<file path="config.mk">
export PLATFORM = sky130hd
export DESIGN_NAME = syn_fingerprint_parser_top
export DESIGN_NICKNAME = d
export VERILOG_FILES = /design/src/hw/rtl/sfp_pkg.sv /design/src/hw/rtl/sfp_parse.sv /design/src/hw/rtl/sfp_fifo.sv /design/src/hw/rtl/syn_fingerprint_parser_top.sv
export SDC_FILE = /design/constraint.sdc
export NUM_CORES = 1
export LEC_CHECK = 0
export BUFFER_PORTS_ARGS = -buffer_cell sky130_fd_sc_hd__buf_4
export CAP_MARGIN = 20
export CORE_MARGIN = 2
export CORE_UTILIZATION = 35
export CTS_BUF_LIST = sky130_fd_sc_hd__clkbuf_2 sky130_fd_sc_hd__clkbuf_4 sky130_fd_sc_hd__clkbuf_8
export DETAILED_ROUTE_END_ITERATION = 6
export PLACE_DENSITY = 0.61
export SYNTH_ARGS = -nofsm -noshare
export SYNTH_HDL_FRONTEND = slang
export SYNTH_SLANG_ARGS = --single-unit
export TNS_END_PERCENT = 1
</file>
<file path="constraint.sdc">
create_clock -name clk -period 8.8 [get_ports clk]
set_clock_uncertainty 0.05 [all_clocks]
set_input_delay 0.44 -clock clk [delete_from_list [all_inputs] [get_ports clk]]
set_output_delay 0.44 -clock clk [all_outputs]
set_load 0.005 [all_outputs]
</file>
<file path="src/hw/rtl/sfp_pkg.sv">
// Shared types and constants for the SYN fingerprint parser.
package sfp_pkg;

	localparam int MAX_PKT_BYTES = 256;

	// Byte positions; wide enough for a position plus one option length byte
	localparam int POS_W  = $clog2(MAX_PKT_BYTES + 256);
	localparam int WIDE_W = POS_W + 1;
	// Next extension-header start: start + (len + 1) * 8
	localparam int NX_W   = $clog2(MAX_PKT_BYTES + 2049);

	localparam int FIFO_DEPTH = 4;
	localparam int FIFO_AW    = $clog2(FIFO_DEPTH);
	localparam int FIFO_CW    = $clog2(FIFO_DEPTH + 1);

	localparam logic [3:0] VER_IPV4 = 4'd4;
	localparam logic [3:0] VER_IPV6 = 4'd6;
	localparam logic [3:0] IHL_MIN  = 4'd5;

	localparam logic [7:0] PROTO_TCP  = 8'd6;
	localparam logic [7:0] OPT_NOP    = 8'd1;
	localparam logic [7:0] OPT_MSS    = 8'd2;
	localparam logic [7:0] OPT_WSCALE = 8'd3;

	localparam int IPV4_ECN_POS = 1;
	localparam int IPV4_TTL_POS = 8;
	localparam int IPV6_TC_POS  = 1;
	localparam int IPV6_NH_POS  = 6;
	localparam int IPV6_HL_POS  = 7;
	localparam int IPV6_HDR_LEN = 40;

	localparam int TCP_FLAGS_OFS = 13;
	localparam int TCP_DOFF_OFS  = 12;
	localparam int TCP_WIN_HI    = 14;
	localparam int TCP_WIN_LO    = 15;
	localparam int TCP_FIXED_LEN = 20;

	localparam logic REC_OPTION  = 1'b0;
	localparam logic REC_SUMMARY = 1'b1;

	typedef enum logic [1:0] {
		ST_UNKNOWN = 2'd0,
		ST_IPV4    = 2'd1,
		ST_IPV6    = 2'd2,
		ST_INVALID = 2'd3
	} sfp_status_t;

	typedef struct packed {
		logic        record_type;
		logic [1:0]  ip_version_code;
		logic [7:0]  hop_limit;
		logic [1:0]  ip_ecn;
		logic [15:0] tcp_window;
		logic [1:0]  tcp_ecn;
		logic [15:0] mss_value;
		logic        mss_found;
		logic [7:0]  wscale_value;
		logic        wscale_found;
		logic [7:0]  option_kind;
		logic        last_of_run;
	} sfp_rec_t;

	// Up to two records per byte: option record first, then summary
	typedef struct packed {
		logic     opt_vld;
		logic     sum_vld;
		sfp_rec_t opt_rec;
		sfp_rec_t sum_rec;
	} sfp_push_t;

endpackage

</file>
<file path="src/hw/rtl/sfp_parse.sv">
// Per-byte header parser: packet state, option walk and record generation.
module sfp_parse import sfp_pkg::*; (
	input  logic       clk,
	input  logic       arst_n,
	input  logic       go,
	input  logic [7:0] byte_in,
	input  logic       eop_in,
	output sfp_push_t  push
);

	logic [POS_W-1:0] pos_q, pos_d;
	sfp_status_t      status_q, status_d;
	logic [POS_W-1:0] tcp_start_q, tcp_start_d;
	logic [POS_W-1:0] hdr_end_q, hdr_end_d;
	logic [7:0]       chain_nh_q, chain_nh_d;
	logic [POS_W-1:0] ext_start_q, ext_start_d;
	logic [7:0]       hop_q, hop_d;
	logic [1:0]       ip_ecn_q, ip_ecn_d;
	logic [15:0]      win_q, win_d;
	logic [1:0]       tcp_ecn_q, tcp_ecn_d;
	logic [POS_W-1:0] cursor_q, cursor_d;
	logic [7:0]       pend_kind_q, pend_kind_d;
	logic [15:0]      mss_q, mss_d;
	logic [7:0]       wscale_q, wscale_d;
	logic [1:0]       found_q, found_d;
	logic             len_wait_q, len_wait_d;
	logic             mss_claim_q, mss_claim_d;
	logic             ws_claim_q, ws_claim_d;
	logic [POS_W-1:0] mss_at_q, mss_at_d;
	logic [POS_W-1:0] ws_at_q, ws_at_d;

	logic [WIDE_W-1:0] p_w, t_w, hdr_end_w, ext_w, mss_at_w, ws_at_w;
	logic [NX_W-1:0]   nx;
	logic              stop;
	logic              ok;

	assign p_w       = WIDE_W'(pos_q);
	assign t_w       = WIDE_W'(tcp_start_q);
	assign hdr_end_w = WIDE_W'(hdr_end_q);
	assign ext_w     = WIDE_W'(ext_start_q);
	assign mss_at_w  = WIDE_W'(mss_at_q);
	assign ws_at_w   = WIDE_W'(ws_at_q);
	assign nx        = NX_W'(ext_start_q) + NX_W'({byte_in, 3'b000}) + NX_W'(8);

	always_comb begin
		pos_d       = pos_q;
		status_d    = status_q;
		tcp_start_d = tcp_start_q;
		hdr_end_d   = hdr_end_q;
		chain_nh_d  = chain_nh_q;
		ext_start_d = ext_start_q;
		hop_d       = hop_q;
		ip_ecn_d    = ip_ecn_q;
		win_d       = win_q;
		tcp_ecn_d   = tcp_ecn_q;
		cursor_d    = cursor_q;
		pend_kind_d = pend_kind_q;
		mss_d       = mss_q;
		wscale_d    = wscale_q;
		found_d     = found_q;
		len_wait_d  = len_wait_q;
		mss_claim_d = mss_claim_q;
		ws_claim_d  = ws_claim_q;
		mss_at_d    = mss_at_q;
		ws_at_d     = ws_at_q;
		stop        = 1'b0;
		ok          = 1'b0;
		push        = '0;

		if (go) begin
			if (pos_q < POS_W'(MAX_PKT_BYTES)) begin
				pos_d = pos_q + POS_W'(1);
				if (status_q != ST_INVALID) begin
					if (pos_q == '0) begin
						if (byte_in[7:4] == VER_IPV4) begin
							if (byte_in[3:0] < IHL_MIN) begin
								status_d = ST_INVALID;
							end else begin
								status_d    = ST_IPV4;
								tcp_start_d = POS_W'({byte_in[3:0], 2'b00});
								cursor_d    = POS_W'({byte_in[3:0], 2'b00}) +
									POS_W'(TCP_FIXED_LEN);
							end
						end else if (byte_in[7:4] == VER_IPV6) begin
							status_d = ST_IPV6;
						end else begin
							status_d = ST_INVALID;
						end
					end else begin
						if (status_q == ST_IPV4) begin
							if (pos_q == POS_W'(IPV4_ECN_POS)) ip_ecn_d = byte_in[1:0];
							if (pos_q == POS_W'(IPV4_TTL_POS)) hop_d = byte_in;
						end else if (status_q == ST_IPV6) begin
							if (pos_q == POS_W'(IPV6_TC_POS)) ip_ecn_d = byte_in[5:4];
							if (pos_q == POS_W'(IPV6_NH_POS)) begin
								if (byte_in == PROTO_TCP) begin
									tcp_start_d = POS_W'(IPV6_HDR_LEN);
									cursor_d    = POS_W'(IPV6_HDR_LEN + TCP_FIXED_LEN);
								end else begin
									ext_start_d = POS_W'(IPV6_HDR_LEN);
								end
							end
							if (pos_q == POS_W'(IPV6_HL_POS)) hop_d = byte_in;
							if (ext_start_q != '0 && pos_q == ext_start_q)
								chain_nh_d = byte_in;
							if (ext_start_q != '0 && p_w == ext_w + WIDE_W'(1)) begin
								ext_start_d = '0;
								if (nx >= NX_W'(MAX_PKT_BYTES)) begin
									status_d = ST_INVALID;
									stop     = 1'b1;
								end else if (chain_nh_q == PROTO_TCP) begin
									tcp_start_d = nx[POS_W-1:0];
									cursor_d    = nx[POS_W-1:0] + POS_W'(TCP_FIXED_LEN);
								end else begin
									ext_start_d = nx[POS_W-1:0];
								end
							end
						end

						// A header located on this byte always starts later, so the
						// registered start is the right one here
						if (!stop && tcp_start_q != '0 && pos_q >= tcp_start_q) begin
							if (p_w == t_w + WIDE_W'(TCP_DOFF_OFS))
								hdr_end_d = tcp_start_q + POS_W'({byte_in[7:4], 2'b00});
							if (p_w == t_w + WIDE_W'(TCP_FLAGS_OFS)) tcp_ecn_d = byte_in[7:6];
							if (p_w == t_w + WIDE_W'(TCP_WIN_HI)) win_d = {byte_in, 8'h00};
							if (p_w == t_w + WIDE_W'(TCP_WIN_LO)) win_d = win_q | 16'(byte_in);

							if (p_w >= t_w + WIDE_W'(TCP_FIXED_LEN) && p_w < hdr_end_w) begin
								if (len_wait_q) begin
									len_wait_d = 1'b0;
									if (byte_in != 8'h00) begin
										if (pend_kind_q == OPT_MSS && !mss_claim_q) begin
											mss_claim_d = 1'b1;
											mss_at_d    = cursor_q;
										end
										if (pend_kind_q == OPT_WSCALE && !ws_claim_q) begin
											ws_claim_d = 1'b1;
											ws_at_d    = cursor_q;
										end
										cursor_d = cursor_q + POS_W'(byte_in);
									end else begin
										cursor_d = pos_q;
									end
								end
								if (pos_q == cursor_d) begin
									push.opt_vld                 = 1'b1;
									push.opt_rec.record_type     = REC_OPTION;
									push.opt_rec.ip_version_code = 2'(status_q);
									push.opt_rec.option_kind     = byte_in;
									if (byte_in > OPT_NOP) begin
										len_wait_d  = 1'b1;
										pend_kind_d = byte_in;
									end else begin
										cursor_d = pos_q + POS_W'(1);
									end
								end
								if (mss_claim_q && p_w == mss_at_w + WIDE_W'(2))
									mss_d = {byte_in, 8'h00};
								if (mss_claim_q && p_w == mss_at_w + WIDE_W'(3)) begin
									mss_d      = mss_q | 16'(byte_in);
									found_d[0] = 1'b1;
								end
								if (ws_claim_q && p_w == ws_at_w + WIDE_W'(2)) begin
									wscale_d   = byte_in;
									found_d[1] = 1'b1;
								end
							end
						end
					end
				end
			end

			if (eop_in) begin
				ok = (status_d == ST_IPV4 || status_d == ST_IPV6) && tcp_start_d != '0 &&
					WIDE_W'(pos_d) >= WIDE_W'(tcp_start_d) + WIDE_W'(TCP_FIXED_LEN);
				push.sum_vld                 = 1'b1;
				push.sum_rec.record_type     = REC_SUMMARY;
				push.sum_rec.last_of_run     = 1'b1;
				if (ok) begin
					push.sum_rec.ip_version_code = 2'(status_d);
					push.sum_rec.hop_limit       = hop_d;
					push.sum_rec.ip_ecn          = ip_ecn_d;
					push.sum_rec.tcp_window      = win_d;
					push.sum_rec.tcp_ecn         = tcp_ecn_d;
					push.sum_rec.mss_value       = found_d[0] ? mss_d : 16'h0000;
					push.sum_rec.mss_found       = found_d[0];
					push.sum_rec.wscale_value    = found_d[1] ? wscale_d : 8'h00;
					push.sum_rec.wscale_found    = found_d[1];
				end
				// packet closed: back to the idle values
				pos_d       = '0;
				status_d    = ST_UNKNOWN;
				tcp_start_d = '0;
				hdr_end_d   = '1;
				chain_nh_d  = '0;
				ext_start_d = '0;
				hop_d       = '0;
				ip_ecn_d    = '0;
				win_d       = '0;
				tcp_ecn_d   = '0;
				cursor_d    = '0;
				pend_kind_d = '0;
				mss_d       = '0;
				wscale_d    = '0;
				found_d     = '0;
				len_wait_d  = 1'b0;
				mss_claim_d = 1'b0;
				ws_claim_d  = 1'b0;
				mss_at_d    = '0;
				ws_at_d     = '0;
			end
		end
	end

	always_ff @(posedge clk or negedge arst_n) begin
		if (!arst_n) begin
			pos_q       <= '0;
			status_q    <= ST_UNKNOWN;
			tcp_start_q <= '0;
			hdr_end_q   <= '1;
			chain_nh_q  <= '0;
			ext_start_q <= '0;
			hop_q       <= '0;
			ip_ecn_q    <= '0;
			win_q       <= '0;
			tcp_ecn_q   <= '0;
			cursor_q    <= '0;
			pend_kind_q <= '0;
			mss_q       <= '0;
			wscale_q    <= '0;
			found_q     <= '0;
			len_wait_q  <= 1'b0;
			mss_claim_q <= 1'b0;
			ws_claim_q  <= 1'b0;
			mss_at_q    <= '0;
			ws_at_q     <= '0;
		end else begin
			pos_q       <= pos_d;
			status_q    <= status_d;
			tcp_start_q <= tcp_start_d;
			hdr_end_q   <= hdr_end_d;
			chain_nh_q  <= chain_nh_d;
			ext_start_q <= ext_start_d;
			hop_q       <= hop_d;
			ip_ecn_q    <= ip_ecn_d;
			win_q       <= win_d;
			tcp_ecn_q   <= tcp_ecn_d;
			cursor_q    <= cursor_d;
			pend_kind_q <= pend_kind_d;
			mss_q       <= mss_d;
			wscale_q    <= wscale_d;
			found_q     <= found_d;
			len_wait_q  <= len_wait_d;
			mss_claim_q <= mss_claim_d;
			ws_claim_q  <= ws_claim_d;
			mss_at_q    <= mss_at_d;
			ws_at_q     <= ws_at_d;
		end
	end

endmodule

</file>
<file path="src/hw/rtl/sfp_fifo.sv">
// Result queue: takes up to two records per cycle, hands out one per transfer.
module sfp_fifo import sfp_pkg::*; (
	input  logic      clk,
	input  logic      arst_n,
	input  sfp_push_t push,
	output logic      room,
	output logic      out_valid,
	input  logic      out_ready,
	output sfp_rec_t  head
);

	sfp_rec_t           mem_q [FIFO_DEPTH];
	logic [FIFO_AW-1:0] wptr_q, rptr_q;
	logic [FIFO_CW-1:0] count_q;
	logic [FIFO_CW-1:0] n_push;
	logic               pop;

	assign n_push    = FIFO_CW'(push.opt_vld) + FIFO_CW'(push.sum_vld);
	assign out_valid = count_q != '0;
	assign pop       = out_valid && out_ready;
	assign head      = mem_q[rptr_q];
	// room for a byte that emits both record kinds
	assign room      = count_q <= FIFO_CW'(FIFO_DEPTH - 2);

	always_ff @(posedge clk) begin
		if (push.opt_vld) mem_q[wptr_q] <= push.opt_rec;
		if (push.sum_vld) begin
			if (push.opt_vld) mem_q[wptr_q + FIFO_AW'(1)] <= push.sum_rec;
			else mem_q[wptr_q] <= push.sum_rec;
		end
	end

	always_ff @(posedge clk or negedge arst_n) begin
		if (!arst_n) begin
			wptr_q  <= '0;
			rptr_q  <= '0;
			count_q <= '0;
		end else begin
			wptr_q  <= wptr_q + FIFO_AW'(n_push);
			if (pop) rptr_q <= rptr_q + FIFO_AW'(1);
			count_q <= count_q + n_push - FIFO_CW'(pop);
		end
	end

endmodule

</file>
<file path="src/hw/rtl/syn_fingerprint_parser_top.sv">
// SYN fingerprint parser top level: input register, parser and result queue.
//
// Input channel (in_valid/in_ready) carries one packet byte per transfer,
// starting at the first IP header byte; end_of_packet flags the last byte.
// Output channel (out_valid/out_ready) carries records: one option record
// for each TCP option kind walked, and one summary record (last_of_run = 1)
// that closes each packet. A byte yields zero, one or two records.
// A byte taken into the input register is parsed once the queue has room;
// its records enter the queue as it is parsed, option record first.
// Throughput: one byte per cycle while the queue has room. Each byte is
// parsed by the logic between the input register and the four-entry queue.
// The parser only takes a byte while the queue can still absorb two
// records, so when the receiver stalls the queue fills and in_ready drops;
// no record is lost or dropped.
// Reset clears the packet state, the input register and the queue; the
// first byte after reset is taken as the start of a packet.
module syn_fingerprint_parser_top import sfp_pkg::*; (
	input  logic        clk,
	input  logic        arst_n,
	input  logic        in_valid,
	output logic        in_ready,
	input  logic [7:0]  pkt_byte,
	input  logic        end_of_packet,
	output logic        out_valid,
	input  logic        out_ready,
	output logic        record_type,
	output logic [1:0]  ip_version_code,
	output logic [7:0]  hop_limit,
	output logic [1:0]  ip_ecn,
	output logic [15:0] tcp_window,
	output logic [1:0]  tcp_ecn,
	output logic [15:0] mss_value,
	output logic        mss_found,
	output logic [7:0]  wscale_value,
	output logic        wscale_found,
	output logic [7:0]  option_kind,
	output logic        last_of_run
);

	logic       valid_s1;
	logic [7:0] pkt_byte_s1;
	logic       eop_s1;
	logic       room;
	logic       go;
	sfp_push_t  push;
	sfp_rec_t   head;

	assign go       = valid_s1 && room;
	assign in_ready = !valid_s1 || go;

	always_ff @(posedge clk or negedge arst_n) begin
		if (!arst_n) begin
			valid_s1 <= 1'b0;
		end else if (in_ready) begin
			valid_s1 <= in_valid;
		end
	end

	always_ff @(posedge clk) begin
		if (in_valid && in_ready) begin
			pkt_byte_s1 <= pkt_byte;
			eop_s1      <= end_of_packet;
		end
	end

	sfp_parse u_parse (
		.clk     (clk),
		.arst_n  (arst_n),
		.go      (go),
		.byte_in (pkt_byte_s1),
		.eop_in  (eop_s1),
		.push    (push)
	);

	sfp_fifo u_fifo (
		.clk       (clk),
		.arst_n    (arst_n),
		.push      (push),
		.room      (room),
		.out_valid (out_valid),
		.out_ready (out_ready),
		.head      (head)
	);

	assign record_type     = head.record_type;
	assign ip_version_code = head.ip_version_code;
	assign hop_limit       = head.hop_limit;
	assign ip_ecn          = head.ip_ecn;
	assign tcp_window      = head.tcp_window;
	assign tcp_ecn         = head.tcp_ecn;
	assign mss_value       = head.mss_value;
	assign mss_found       = head.mss_found;
	assign wscale_value    = head.wscale_value;
	assign wscale_found    = head.wscale_found;
	assign option_kind     = head.option_kind;
	assign last_of_run     = head.last_of_run;

endmodule

</file>
==> reports/summary.json, run 1 <==
{
  "outcome": {
    "outcome": "complete, no violations"
  },
  "synthesis": {
    "post-synth-top-area-cell": "edfxtp_1",
    "synthArstFlopShare_pct": 34.7,
    "postSynth.topFlopCell": "edfxtp_1",
    "synth_adder_area_share_pct": 5.05,
    "synth_top_area_share_pct": 30.8,
    "synth_top_family_by_area": "simple AND/OR/NAND/NOR gates",
    "number_of_distinct_library_cells_after_synthesis": 93,
    "synth_cells": 2153,
    "register_bit_total_from_synthesis": 412,
    "synth_enable_flop_cells": 237,
    "muxShareOfSynthArea_pct": 8.27,
    "ys_top_cells_by_area": "edfxtp_1, dfrtp_1, mux4_2",
    "synth-seq-area-share_pct": 49.0,
    "yosysWarnings": 0,
    "post_syn_area_per_cell_um2": 10.7,
    "synth.net_count": 2257,
    "syn_area_um2": 23100,
    "synth_simple_gate_area_share_pct": 15.2,
    "post_synth_xor_area_fraction_pct": 4.07,
    "synth_compound_area_share_pct": 14.5
  },
  "critical_path": {
    "cp.required_ns": 9.05,
    "rrSetupSlack_ns": 1.32,
    "type_of_the_setup_path_with_the_least_slack": "flip-flop to flip-flop",
    "endpoint_of_the_worst_register_to_register_path": "u_fifo.mem_q[1][52]",
    "critPathLaunchType": "flip-flop",
    "path_max_fanout": 26,
    "worstSetupEndpointType": "flip-flop",
    "worst_r2r_path_depth": 21,
    "reg2reg_from": "pkt_byte_s1[1]",
    "data_arrival_at_the_endpoint_of_the_critical_path_ns": 7.72
  },
  "sta": {
    "fin_hold_ws_ns": 0.133,
    "relSlewSlack_pct": 24.0,
    "fmaxAchievable_mhz": 134,
    "worst-slew-pin-transition_ns": 1.13,
    "hold_violations": 0,
    "setup_violations": 0,
    "layout_worst_path_cycle_share_pct": 85.0,
    "min_period_ns": 7.48,
    "fin_setup_tns_ns": 0,
    "grt_setup_unrepaired": "false",
    "timing_max_transition_violations_final": 0
  },
  "placement": {
    "io_buffers": 80,
    "hpwlAfterDp_mm": 47.5,
    "gpl_congestion": 0.931
  },
  "power": {
    "power_report.internal_total_uw": 4530,
    "total_switching_power_uw": 2780,
    "leakage_dissipation_uw": 0.00970,
    "share_of_power_burned_in_combinational_logic_pct": 38.9,
    "peakVddDrop_mv": 0.139,
    "proportion_of_power_drawn_by_the_clock_network_pct": 26.4,
    "power_switching_share_pct": 38.1,
    "power_frac_seq_pct": 34.7,
    "powerDensity_nw_per_um2": 277
  },
  "cts": {
    "cts_num_sinks": 412,
    "numCtsBuffers": 72,
    "clock_tree_root_driver_cell": "clkbuf_8",
    "cts_tree": "yes",
    "reg_clk_slew_reported_paths_ns": 0.07,
    "postCtsSetupRepairBufs": 0,
    "insertion_delay_ns": 0.68,
    "cts_resized": 0,
    "htree_levels": 3,
    "clockBufferDepth": 3
  },
  "die": {
    "die_width_um": 261,
    "initial_core_util_pct": 35.3,
    "die_h_um": 261,
    "design.portCount": 81,
    "floorplan.rows": 94,
    "design.die.area_um2": 68200,
    "core_um2": 65600
  },
  "cells_and_area": {
    "layout-area-overhead-vs-synth_pct": 14.1,
    "antenna_cells_inserted": 0,
    "num-nets-final": 2336,
    "fillCellCount": 6320,
    "final_layout_size_suffix_gt1_share_pct": 18.7
  },
  "detailed_routing": {
    "dr_total_vias": 18159,
    "route.detailed.wl_per_inst_um": 23.1,
    "initialDrtViolationCount": 1709,
    "dr.pass1.iters": 5,
    "detail_route.wirelength_mm": 72.9,
    "antenna_left": 0,
    "detail_route.drc_violations": 0,
    "drt-vias-per-instance": 5.75
  },
  "global_route": {
    "globalRoute.totalOverflow": 0,
    "grt_start_max_net_pins": 96,
    "globalRouteTotalUtil_pct": 21.4,
    "grt_first_pass_wirelength_mm": 111,
    "initial_antenna_violation_count": 0,
    "first_global_vias": 17848
  },
  "job": {
    "max_cap_violations": 0
  },
  "min_path": {
    "min-delay-path-class": "primary input to asynchronous set/reset pin"
  }
}
==> per-layer routing <==
| layer | track usage (%) | vias to the layer above | part of all wire (%) |
|---|---|---|---|
| met5 | 0 | - | 0 |
| met4 | 7.89 | 0 | 3.2 |
| met3 | 3.18 | 159 | 6.9 |
| met2 | 35.2 | 785 | 48 |
| met1 | 28.6 | 9078 | 42 |
| li1 | - | 8137 | - |
==> how the worst max path moves through the flow <==
stage,slack [ns],start,to,cells after the start
after floorplan,1.68,pkt_byte_s1[0],u_fifo.mem_q[2][10],20
after detailed placement,1.43,pkt_byte_s1[1],u_fifo.mem_q[1][52],21
after global placement,1.26,pkt_byte_s1[1],u_fifo.mem_q[3][50],21
after CTS,1.37,pkt_byte_s1[1],u_fifo.mem_q[1][47],21
final,1.32,pkt_byte_s1[1],u_fifo.mem_q[1][52],21
after global routing,0.97,pkt_byte_s1[1],u_fifo.mem_q[1][47],21
==> area by class of cell <==
cell class	instances	area, um2	area share [%]
Clock buffer	111	1340	5.07
Clock inverter	23	238	0.900
Inverter	79	297	1.12
Multi-Input combinational cell	1523	10900	41.5
Sequential cell	412	11400	43.0
Tap cell	864	1080	4.09
Timing Repair Buffer	144	1150	4.36
==> power groups by stage <==
stage                     registers [uW]  clock network [uW]  logic (uW)
after CTS                           2530                1970        2840
after floorplan                     2410                   0        1870
after global routing                2560                2050        3080
after detailed placement            2570                   0        2830
after global placement              2560                   0        2810
final                               2530                1930        2840
==> registers in the layout, indices dropped and copies added (netlist names), 2 cells and up <==
| name | count |
|---|---|
| u_parse.win_q | 16 |
| u_parse.wscale_q | 8 |
| u_fifo.count_q | 3 |
| u_parse.ext_start_q | 6 |
| u_parse.tcp_ecn_q | 2 |
| u_parse.hop_q | 8 |
| u_parse.ip_ecn_q | 2 |
| u_parse.pos_q | 9 |
| u_parse.pend_kind_q | 8 |
| u_parse.chain_nh_q | 8 |
| u_parse.status_q | 2 |
| u_parse.found_q | 2 |
| u_parse.mss_at_q | 9 |
| u_parse.hdr_end_q | 9 |
| u_fifo.mem_q | 260 |
| u_parse.mss_q | 16 |
| u_parse.ws_at_q | 9 |
| u_parse.tcp_start_q | 9 |
| u_fifo.rptr_q | 2 |
| pkt_byte_s1 | 8 |
| u_fifo.wptr_q | 2 |
| u_parse.cursor_q | 9 |
==> through the flow <==
stage               util (%)  std cells  cell area (um2)  total power, uW  setup slack (ns)
detailed placement      37.6       3010            24700             5400              1.43
global route            40.2       3156            26400             7690             0.974
finish                  40.2       3156            26400             7310              1.32
CTS                     40.2       3155            26400             7350              1.37
floorplan                  -       2153            23100             4280              1.68
global placement        37.6       3009            24700             5370              1.26
==> cells by family (layout without fill, tap and decap cells) <==
| family | after synthesis | count (layout) |
|---|---|---|
| compound gates | 492 | 492 |
| xor+xnor | 105 | 105 |
| fa+ha+maj | 91 | 91 |
| buf+inv | 218 | 357 |
| flops | 412 | 412 |
| mux | 108 | 108 |
| simple gates | 727 | 727 |
==> cell usage in the layout (no fill, tap or decap), types with 65 or more instances in the layout <==
master	instances
ha_1	87
o21ai_0	102
buf_4	129
inv_1	68
nor2_1	274
nand2_1	147
clkbuf_8	81
xnor2_1	66
a21oi_1	129
mux4_2	65
nor3_1	69
dfrtp_1	132
edfxtp_1	237
==> worst max-delay path, stage by stage, from the launching register on <==
cell and delay [ns]:
edfxtp_1 0.32, buf_4 0.34, ha_1 0.31, ha_1 0.24, fa_1 0.55, a21o_1 0.23, a211o_1 0.38, a211oi_4 0.46
and2_1 0.47, mux2_4 0.37, xor2_2 0.15, a41oi_2 0.17, or3_1 0.60, or3_1 0.45, inv_1 0.09, ha_1 0.30
inv_1 0.12, nor2_1 0.16, a21o_1 0.12, nand2_1 0.24, inv_2 0.45, buf_4 0.49
==> cells in the mapped netlist, drive strengths merged (9+ instances only) <==
| cell type | instances |
|---|---|
| a211oi | 10 |
| a21o | 14 |
| a21oi | 129 |
| a22o | 28 |
| a22oi | 9 |
| a2bb2oi | 11 |
| a31oi | 13 |
| a32o | 18 |
| and2 | 18 |
| and3 | 14 |
| buf | 39 |
| clkbuf | 100 |
| dfrtp | 134 |
| dfstp | 9 |
| dfxtp | 32 |
| edfxtp | 237 |
| ha | 87 |
| inv | 72 |
| mux2 | 12 |
| mux2i | 31 |
| mux4 | 65 |
| nand2 | 150 |
| nand2b | 16 |
| nand3 | 44 |
| nand4 | 15 |
| nor2 | 275 |
| nor2b | 25 |
| nor3 | 83 |
| nor4 | 17 |
| o211ai | 16 |
| o21a | 11 |
| o21ai | 113 |
| o22ai | 21 |
| o311ai | 10 |
| o31ai | 26 |
| or2 | 13 |
| or3 | 13 |
| or3b | 10 |
| xnor2 | 66 |
| xor2 | 38 |
==> what timing repair did <==
| item | 4_1_cts | 5_1_grt |
|---|---|---|
| setup endpoints to repair | 0 | 0 |
| endpoints found under the hold margin | 95 | 0 |
| hold buffers | 11 | 0 |
No activity file was read; power rests on OpenSTA's default activity.
==> run 2: changes to the inputs <==
==> constraint.sdc (replaced) <==
create_clock -name clk -period 7.2 [get_ports clk]
set_clock_uncertainty 0.05 [all_clocks]
set_input_delay 0.36 -clock clk [delete_from_list [all_inputs] [get_ports clk]]
set_output_delay 0.36 -clock clk [all_outputs]
set_load 0.005 [all_outputs]
==> reports/summary.json, run 2 (same netlist as run 1, synthesis figures left out) <==
{
  "detailed_routing": {
    "dr.max_layer_used": {"value": "met5", "change": "was met4"},
    "route.met3.wl": {"value": 6.02, "unit": "mm", "change": "was 5.06 mm"},
    "dr_total_vias": {"value": 18121, "change": "was 18,159"},
    "antenna_left": {"value": 0, "change": "unchanged"},
    "dr_wl_met2": {"value": 34.3, "unit": "mm", "change": "was 34.8 mm"},
    "initialDrtViolationCount": {"value": 1528, "change": "was 1,709"},
    "drt-vias-per-instance": {"value": 5.71, "change": "was 5.75"},
    "detail_route.drc_violations": {"value": 0, "change": "unchanged"},
    "route.detailed.wl_per_inst": {"value": 23.0, "unit": "um", "change": "was 23.1 um"},
    "detail_route.wirelength": {"value": 73.0, "unit": "mm", "change": "was 72.9 mm"},
    "met1_routed_length": {"value": 29.7, "unit": "mm", "change": "was 30.7 mm"},
    "dr.pass1.iters": {"value": 5, "change": "unchanged"}
  },
  "cts": {
    "clockBufferDepth": {"value": 3, "change": "unchanged"},
    "htree_levels": {"value": 3, "change": "unchanged"},
    "cts_resized": {"value": 0, "change": "unchanged"},
    "cts_num_sinks": {"value": 412, "change": "unchanged"},
    "clock_tree_root_driver_cell": {"value": "clkbuf_8", "change": "unchanged"},
    "cts_tree": {"value": "yes", "change": "unchanged"},
    "insertion_delay": {"value": 0.68, "unit": "ns", "change": "about the same"},
    "reg_clk_slew_reported_paths": {"value": 0.06, "unit": "ns", "change": "was 0.07 ns"},
    "postCtsSetupRepairBufs": {"value": 0, "change": "unchanged"},
    "numCtsBuffers": {"value": 74, "change": "was 72"}
  },
  "sta": {
    "grt_setup_unrepaired": {"value": "false", "change": "unchanged"},
    "fmaxAchievable": {"value": 146, "unit": "MHz", "change": "was 134 MHz"},
    "worst-slew-pin-transition": {"value": 1.05, "unit": "ns", "change": "was 1.13 ns"},
    "timing_max_transition_violations_final": {"value": 0, "change": "unchanged"},
    "layout_worst_path_cycle_share": {"value": 95.4, "unit": "%", "change": "was 85.0%"},
    "fin_setup_tns": {"value": 0, "unit": "ns", "change": "unchanged"},
    "setup_violations": {"value": 0, "change": "unchanged"},
    "min_period": {"value": 6.87, "unit": "ns", "change": "was 7.48 ns"},
    "relSlewSlack": {"value": 29.2, "unit": "%", "change": "was 24.0%"},
    "fin_hold_ws": {"value": 0.0627, "unit": "ns", "change": "was 0.133 ns"},
    "worst_slack": {"value": 0.333, "unit": "ns", "change": "was 1.32 ns"},
    "hold_violations": {"value": 0, "change": "unchanged"}
  },
  "placement": {
    "io_buffers": {"value": 80, "change": "unchanged"},
    "gpl_congestion": {"value": 0.946, "change": "was 0.931"},
    "preCtsSetupSlack": {"value": 0.378, "unit": "ns", "change": "was 1.43 ns"},
    "place_area": {"value": 24800, "unit": "um2", "change": "was 24,700 um2"},
    "hpwlAfterDp": {"value": 47.9, "unit": "mm", "change": "was 47.5 mm"}
  },
  "cells_and_area": {
    "final_layout_size_suffix_gt1_share": {"value": 19.1, "unit": "%", "change": "was 18.7%"},
    "largest_register": {"value": "u_fifo.mem_q", "change": "unchanged"},
    "layout.area.seq": {"value": 11400, "unit": "um2", "change": "unchanged"},
    "largest_register_ffs": {"value": 260, "change": "unchanged"},
    "antenna_cells_inserted": {"value": 0, "change": "unchanged"},
    "layout.cells.most_common_list": {"value": "nor2_1, edfxtp_1, nand2_1, buf_4, dfrtp_1", "change": "was nor2_1, edfxtp_1, nand2_1, dfrtp_1"},
    "fillCellCount": {"value": 6356, "change": "was 6,320"},
    "biggestRegsByFlops": {"value": "u_fifo.mem_q (260), u_parse.mss_q (16), u_parse.win_q (16)", "change": "unchanged"},
    "multi_input_area": {"value": 10900, "unit": "um2", "change": "about the same"},
    "layout-area-overhead-vs-synth": {"value": 14.3, "unit": "%", "change": "was 14.1%"},
    "num-nets-final": {"value": 2352, "change": "was 2,336"},
    "final_area": {"value": 26400, "unit": "um2", "change": "about the same"},
    "most_frequent_standard_cell_in_the_layout_excluding_fill_and_tap_cells": {"value": "nor2_1", "change": "unchanged"}
  },
  "critical_path": {
    "cpMostUsedCell": {"value": "ha_1", "change": "unchanged"},
    "path_max_fanout": {"value": 26, "change": "unchanged"},
    "cp.required": {"value": 7.49, "unit": "ns", "change": "was 9.05 ns"},
    "critical-path-slowest-cell": {"value": "inv_2", "change": "was or3_1"},
    "slowest_delay": {"value": 0.56, "unit": "ns", "change": "was 0.60 ns"},
    "type_of_the_setup_path_with_the_least_slack": {"value": "flip-flop to flip-flop", "change": "unchanged"},
    "worstSetupEndpointType": {"value": "flip-flop", "change": "unchanged"},
    "data_arrival_at_the_endpoint_of_the_critical_path": {"value": 7.15, "unit": "ns", "change": "was 7.72 ns"},
    "crit_chain": {"value": "ha_1, ha_1, fa_1, a21o_1, a211o_1, a211oi_4, and2_1, mux2_4, xor2_2, a41oi_2, or3_1, or3_1, inv_1, ha_1, inv_1, nor2_1, a21o_1, nand2_1, inv_2, buf_12", "change": "was buf_4, ha_1, ha_1, fa_1, a21o_1, a211o_1, a211oi_4, and2_1, mux2_4, xor2_2, a41oi_2, or3_1, or3_1, inv_1, ha_1, inv_1, nor2_1, a21o_1, nand2_1, inv_2, buf_4"},
    "critPathLaunchType": {"value": "flip-flop", "change": "unchanged"}
  },
  "power": {
    "power_report.internal_total": {"value": 5450, "unit": "uW", "change": "was 4530 uW"},
    "powerDensity": {"value": 336, "unit": "nW/um2", "change": "was 277 nW/um2"},
    "peakVddDrop": {"value": 0.166, "unit": "mV", "change": "was 0.139 mV"},
    "proportion_of_power_drawn_by_the_clock_network": {"value": 25.2, "unit": "%", "change": "was 26.4%"},
    "leakage_dissipation": {"value": 0.00973, "unit": "uW", "change": "was 0.00970 uW"},
    "share_of_power_burned_in_combinational_logic": {"value": 40.7, "unit": "%", "change": "was 38.9%"},
    "power_frac_seq": {"value": 34.1, "unit": "%", "change": "was 34.7%"},
    "total_switching_power": {"value": 3440, "unit": "uW", "change": "was 2780 uW"},
    "power_switching_share": {"value": 38.7, "unit": "%", "change": "was 38.1%"}
  },
  "die": {
    "die_width": {"value": 261, "unit": "um", "change": "unchanged"},
    "floorplan.rows": {"value": 94, "change": "unchanged"},
    "design.die.area": {"value": 68200, "unit": "um2", "change": "unchanged"},
    "core": {"value": 65600, "unit": "um2", "change": "unchanged"},
    "initial_core_util": {"value": 35.3, "unit": "%", "change": "unchanged"},
    "design.portCount": {"value": 81, "change": "unchanged"},
    "die_h": {"value": 261, "unit": "um", "change": "unchanged"}
  },
  "global_route": {
    "grt_start_max_net_pins": {"value": 91, "change": "was 96"},
    "initial_antenna_violation_count": {"value": 1, "change": "was 0"},
    "grt_first_pass_wirelength": {"value": 111, "unit": "mm", "change": "about the same"},
    "globalRoute.totalOverflow": {"value": 0, "change": "unchanged"},
    "first_global_vias": {"value": 18144, "change": "was 17,848"},
    "globalRouteTotalUtil": {"value": 21.4, "unit": "%", "change": "about the same"}
  },
  "min_path": {
    "min-delay-path-class": {"value": "primary input to flip-flop", "change": "was primary input to asynchronous set/reset pin"}
  },
  "job": {
    "max_cap_violations": {"value": 0, "change": "unchanged"}
  },
  "outcome": {
    "outcome": {"value": "complete, no violations", "change": "unchanged"}
  }
}
[run 2: final cells by class]
class | instances | share of cell area [%]
clock inverters | 29 | 0.800
well taps | 864 | 4.09
clock buffers | 106 | 4.81
inverters | 79 | 1.12
flip-flops and latches | 412 | 42.9
multi-input cells | 1523 | 41.4
repair buffers | 158 | 4.88
[run 2: path summary, 6_finish.rpt]
kind                                              from                      to  slack (ns)  cells past startpoint
worst min register to register      u_fifo.mem_q[1][5]      u_fifo.mem_q[1][5]        0.40                      2
min in group asynchronous                       arst_n  u_parse.tcp_start_q[1]        0.32                      2
worst min-delay path                         out_ready        u_fifo.rptr_q[0]        0.06                      3
max in group asynchronous                       arst_n     u_parse.wscale_q[3]        5.53                      3
worst max register to register  u_parse.ext_start_q[4]     u_fifo.mem_q[3][51]        0.33                     20
worst max-delay path            u_parse.ext_start_q[4]     u_fifo.mem_q[3][51]        0.33                     20
[run 2: what timing repair did]
item	in CTS	in global routing
hold buffers	11	0
endpoints found under the hold margin	90	0
setup endpoints to repair	0	0
[run 2: power by group through the flow]
stage          clock network, uW  registers [uW]  logic [uW]
3_3_place_gp                   0            3060        3540
4_1_cts                     2300            3030        3600
3_5_place_dp                   0            3080        3580
2_1_floorplan                  0            2950        2290
6_report                    2240            3040        3620
5_1_grt                     2400            3060        3900
[run 2: per-stage QoR]
stage,total power [uW],util (%),instances
after global placement,6610,37.8,3022
after CTS,8920,40.3,3169
final,8890,40.3,3171
after global routing,9370,40.3,3171
after floorplan,5240,-,2153
after detailed placement,6650,37.8,3023
[run 2: layer usage]
layer / vias to the layer above / global-route usage, %
li1: 8182 / -
met1: 8961 / 27.2
met2: 790 / 34.6
met3: 186 / 4.90
met4: 2 / 9.83
met5: - / 0
[run 2: critical path, delay by kind of cell, from the launching register on]
family / cells / cell delay [ns]
AND/OR/NAND/NOR: 5 / 1.76
AO/OA/AOI/OAI: 5 / 1.35
flip-flops: 1 / 0.42
buffers and inverters: 4 / 1.05
adder cells (fa/ha/maj): 4 / 1.37
XOR/XNOR: 1 / 0.14
multiplexers: 1 / 0.37
==> run 3: changes to the inputs <==
--- a/config.mk
+++ b/config.mk
@@ -5,6 +5,7 @@
 export SDC_FILE = /design/constraint.sdc
 export NUM_CORES = 1
 export LEC_CHECK = 0
+export ABC_AREA = 1
 export BUFFER_PORTS_ARGS = -buffer_cell sky130_fd_sc_hd__buf_4
 export CAP_MARGIN = 20
 export CORE_MARGIN = 2
==> constraint.sdc (replaced) <==
create_clock -name clk -period 7.25 [get_ports clk]
set_clock_uncertainty 0.05 [all_clocks]
set_input_delay 0.3625 -clock clk [delete_from_list [all_inputs] [get_ports clk]]
set_output_delay 0.3625 -clock clk [all_outputs]
set_load 0.005 [all_outputs]
==> reports/summary.json, run 3 <==
{
  "die": {
    "floorplan.rows": {"value": 93, "change": "was 94"},
    "design.die.area": {"value": 67300, "unit": "um2", "change": "was 68,200 um2"},
    "die_h": {"value": 259, "unit": "um", "change": "was 261 um"},
    "core": {"value": 64500, "unit": "um2", "change": "was 65,600 um2"},
    "design.portCount": {"value": 81, "change": "unchanged"},
    "die_width": {"value": 259, "unit": "um", "change": "was 261 um"},
    "initial_core_util": {"value": 35.4, "unit": "%", "change": "was 35.3%"}
  },
  "global_route": {
    "initial_antenna_violation_count": {"value": 2, "change": "was 1"},
    "top_usage_layer_grt": {"value": "met2", "change": "unchanged"},
    "met3_usage": {"value": 3.80, "unit": "%", "change": "was 4.90%"},
    "grt_first_pass_wirelength": {"value": 114, "unit": "mm", "change": "was 111 mm"},
    "gr-usage-met1": {"value": 27.6, "unit": "%", "change": "was 27.2%"},
    "globalRoute.totalOverflow": {"value": 0, "change": "unchanged"},
    "grt_start_max_net_pins": {"value": 91, "change": "unchanged"},
    "met2_usage": {"value": 36.5, "unit": "%", "change": "was 34.6%"},
    "globalRouteTotalUtil": {"value": 22.1, "unit": "%", "change": "was 21.4%"},
    "first_global_vias": {"value": 19547, "change": "was 18,144"}
  },
  "sta": {
    "relSlewSlack": {"value": 31.6, "unit": "%", "change": "was 29.2%"},
    "min_period": {"value": 6.25, "unit": "ns", "change": "was 6.87 ns"},
    "hold_violations": {"value": 0, "change": "unchanged"},
    "setup_violations": {"value": 0, "change": "unchanged"},
    "fin_setup_tns": {"value": 0, "unit": "ns", "change": "unchanged"},
    "fmaxAchievable": {"value": 160, "unit": "MHz", "change": "was 146 MHz"},
    "grt_setup_unrepaired": {"value": "false", "change": "unchanged"},
    "layout_worst_path_cycle_share": {"value": 86.2, "unit": "%", "change": "was 95.4%"},
    "worst-slew-pin-transition": {"value": 1.02, "unit": "ns", "change": "was 1.05 ns"},
    "timing_max_transition_violations_final": {"value": 0, "change": "unchanged"}
  },
  "placement": {
    "hpwlAfterDp": {"value": 47.5, "unit": "mm", "change": "was 47.9 mm"},
    "io_buffers": {"value": 80, "change": "unchanged"},
    "gpl_congestion": {"value": 0.960, "change": "was 0.946"},
    "dp_cells": {"value": 3491, "change": "was 3,023"}
  },
  "synthesis": {
    "synthArstFlopShare": {"value": 34.7, "unit": "%", "change": "unchanged"},
    "most_frequent_cell_after_synthesis": {"value": "nor2_1", "change": "unchanged"},
    "synth_cells": {"value": 2628, "change": "was 2,153"},
    "post_syn_area_per_cell": {"value": 8.69, "unit": "um2", "change": "was 10.7 um2"},
    "ys_top_cells_by_area": {"value": "edfxtp_1, dfrtp_1, nor2_1", "change": "was edfxtp_1, dfrtp_1, mux4_2"},
    "postSynth.topFlopCell": {"value": "edfxtp_1", "change": "unchanged"},
    "number_of_distinct_library_cells_after_synthesis": {"value": 61, "change": "was 93"},
    "syn_area": {"value": 22800, "unit": "um2", "change": "was 23,100 um2"},
    "post-synth-top-area-cell": {"value": "edfxtp_1", "change": "unchanged"},
    "register_bit_total_from_synthesis": {"value": 412, "change": "unchanged"},
    "synth_top_area_share": {"value": 31.2, "unit": "%", "change": "was 30.8%"},
    "post_synth_most_frequent_cells": {"value": "nor2_1, nand2_1, o21ai_0, edfxtp_1, inv_1", "change": "was nor2_1, edfxtp_1, nand2_1, dfrtp_1, a21oi_1"},
    "synth_enable_flop_cells": {"value": 237, "change": "unchanged"},
    "yosysWarnings": {"value": 0, "change": "unchanged"},
    "synth.net_count": {"value": 2732, "change": "was 2,257"},
    "synth-seq-area-share": {"value": 49.7, "unit": "%", "change": "was 49.0%"}
  },
  "critical_path": {
    "worstSetupEndpointType": {"value": "flip-flop", "change": "unchanged"},
    "data_arrival_at_the_endpoint_of_the_critical_path": {"value": 6.68, "unit": "ns", "change": "was 7.15 ns"},
    "slowest_delay": {"value": 0.81, "unit": "ns", "change": "was 0.56 ns"},
    "path_max_fanout": {"value": 28, "change": "was 26"},
    "critical-path-slowest-cell": {"value": "o21ai_0", "change": "was inv_2"},
    "cpMostUsedCell": {"value": "nand2_1", "change": "was ha_1"},
    "cp.required": {"value": 7.68, "unit": "ns", "change": "was 7.49 ns"},
    "type_of_the_setup_path_with_the_least_slack": {"value": "flip-flop to flip-flop", "change": "unchanged"},
    "critPathLaunchType": {"value": "flip-flop", "change": "unchanged"}
  },
  "detailed_routing": {
    "dr_total_vias": {"value": 19715, "change": "was 18,121"},
    "dr.pass1.iters": {"value": 5, "change": "unchanged"},
    "drt-vias-per-instance": {"value": 5.42, "change": "was 5.71"},
    "antenna_left": {"value": 0, "change": "unchanged"},
    "route.detailed.wl_per_inst": {"value": 20.5, "unit": "um", "change": "was 23.0 um"},
    "detail_route.wirelength": {"value": 74.5, "unit": "mm", "change": "was 73.0 mm"},
    "detail_route.drc_violations": {"value": 0, "change": "unchanged"},
    "initialDrtViolationCount": {"value": 1844, "change": "was 1,528"}
  },
  "cts": {
    "numCtsBuffers": {"value": 74, "change": "unchanged"},
    "postCtsSetupRepairBufs": {"value": 0, "change": "unchanged"},
    "cts_num_sinks": {"value": 412, "change": "unchanged"},
    "insertion_delay": {"value": 0.66, "unit": "ns", "change": "was 0.68 ns"},
    "reg_clk_slew_reported_paths": {"value": 0.06, "unit": "ns", "change": "about the same"},
    "htree_levels": {"value": 3, "change": "unchanged"},
    "clockBufferDepth": {"value": 3, "change": "unchanged"},
    "holdBufCountCts": {"value": 11, "change": "unchanged"},
    "cts_resized": {"value": 0, "change": "unchanged"},
    "cts_tree": {"value": "yes", "change": "unchanged"},
    "clock_tree_root_driver_cell": {"value": "clkbuf_8", "change": "unchanged"}
  },
  "power": {
    "leakage_dissipation": {"value": 0.0106, "unit": "uW", "change": "was 0.00973 uW"},
    "peakVddDrop": {"value": 0.209, "unit": "mV", "change": "was 0.166 mV"},
    "powerDensity": {"value": 358, "unit": "nW/um2", "change": "was 336 nW/um2"}
  },
  "cells_and_area": {
    "layout.area.seq": {"value": 11400, "unit": "um2", "change": "unchanged"},
    "fillCellCount": {"value": 6455, "change": "was 6,356"},
    "num-nets-final": {"value": 2829, "change": "was 2,352"},
    "antenna_cells_inserted": {"value": 0, "change": "unchanged"},
    "largest_register": {"value": "u_fifo.mem_q", "change": "unchanged"},
    "multi_input_area": {"value": 9990, "unit": "um2", "change": "was 10,900 um2"},
    "layout-area-overhead-vs-synth": {"value": 14.8, "unit": "%", "change": "was 14.3%"},
    "largest_register_ffs": {"value": 260, "change": "unchanged"},
    "final_layout_size_suffix_gt1_share": {"value": 12.9, "unit": "%", "change": "was 19.1%"},
    "most_frequent_standard_cell_in_the_layout_excluding_fill_and_tap_cells": {"value": "nor2_1", "change": "unchanged"},
    "layout.cells.most_common_list": {"value": "nor2_1, nand2_1, o21ai_0, edfxtp_1, inv_1", "change": "was nor2_1, edfxtp_1, nand2_1, buf_4, dfrtp_1"},
    "non_filler_instances": {"value": 3640, "change": "was 3,171"},
    "biggestRegsByFlops": {"value": "u_fifo.mem_q (260), u_parse.mss_q (16), u_parse.win_q (16)", "change": "unchanged"}
  },
  "job": {
    "max_cap_violations": {"value": 0, "change": "unchanged"}
  },
  "min_path": {
    "min-delay-path-class": {"value": "primary input to flip-flop", "change": "unchanged"}
  },
  "outcome": {
    "outcome": {"value": "complete, no violations", "change": "unchanged"}
  }
}
-- run 3: path summary, 6_finish.rpt --
| check | startpoint | to | slack (ns) | depth (start not counted) |
|---|---|---|---|---|
| setup / recovery | pkt_byte_s1[1] | u_fifo.mem_q[0][42] | 1.00 | 29 |
| max in group asynchronous | arst_n | u_fifo.rptr_q[0] | 5.38 | 3 |
| hold reg to reg | u_fifo.mem_q[2][5] | u_fifo.mem_q[2][5] | 0.42 | 2 |
| hold / removal | out_ready | u_fifo.rptr_q[0] | 0.12 | 4 |
| setup reg to reg | pkt_byte_s1[1] | u_fifo.mem_q[0][42] | 1.00 | 29 |
| min in group asynchronous | arst_n | u_parse.tcp_start_q[2] | 0.27 | 2 |
-- run 3: layout make-up --
class / instances / share of cell area, %
flip-flops and latches: 412 / 43.3
clock buffers: 121 / 5.57
repair buffers: 150 / 4.66
multi-input cells: 1839 / 38.1
well taps: 855 / 4.08
inverters: 248 / 3.58
clock inverters: 15 / 0.640
-- run 3: kinds of logic (layout without fill, tap and decap cells) --
| family | count (synthesis) | after routing | synth area share, % |
|---|---|---|---|
| and+or+nand+nor | 1081 | 1081 | 20.8 |
| AOI/OAI and AO/OA | 578 | 578 | 14.4 |
| adders and majority gates | 91 | 91 | 5.12 |
| xor gates and xnor gates | 89 | 89 | 3.41 |
| DFF | 412 | 412 | 49.7 |
| buffers and inverters | 377 | 534 | 6.59 |
-- run 3: report_power, final --
part / internal, uW / switching [uW]
logic: 1330 / 2630
registers: 2800 / 241
clock network: 1380 / 1010
-- run 3: layer usage --
metal	vias to the layer above	wire length (um)
met3	211	5280
met2	778	35300
met4	4	3690
met5	-	31
met1	9507	30200
li1	9215	-
-- run 3: through the flow --
stage	util, %	power [uW]	worst slack (ns)	instance area (um2)	hold slack [ns]
global placement	37.9	6940	1.22	24400	0.410
floorplan	-	5340	0.857	22800	0.0169
CTS	40.6	9420	0.917	26200	0.0651
detailed placement	37.9	7000	1.02	24400	0.413
global route	40.6	9950	0.414	26200	0.156
finish	40.6	9380	1.00	26200	0.115
-- run 3: critical path: cells and delay by family (launching register included) --
| kind | cells | cell delay (ns) |
|---|---|---|
| buffers and inverters | 4 | 0.83 |
| AND/OR/NAND/NOR | 19 | 2.43 |
| flip-flops | 1 | 0.41 |
| AO/OA/AOI/OAI | 2 | 1.04 |
| adder cells (fa/ha/maj) | 4 | 1.27 |
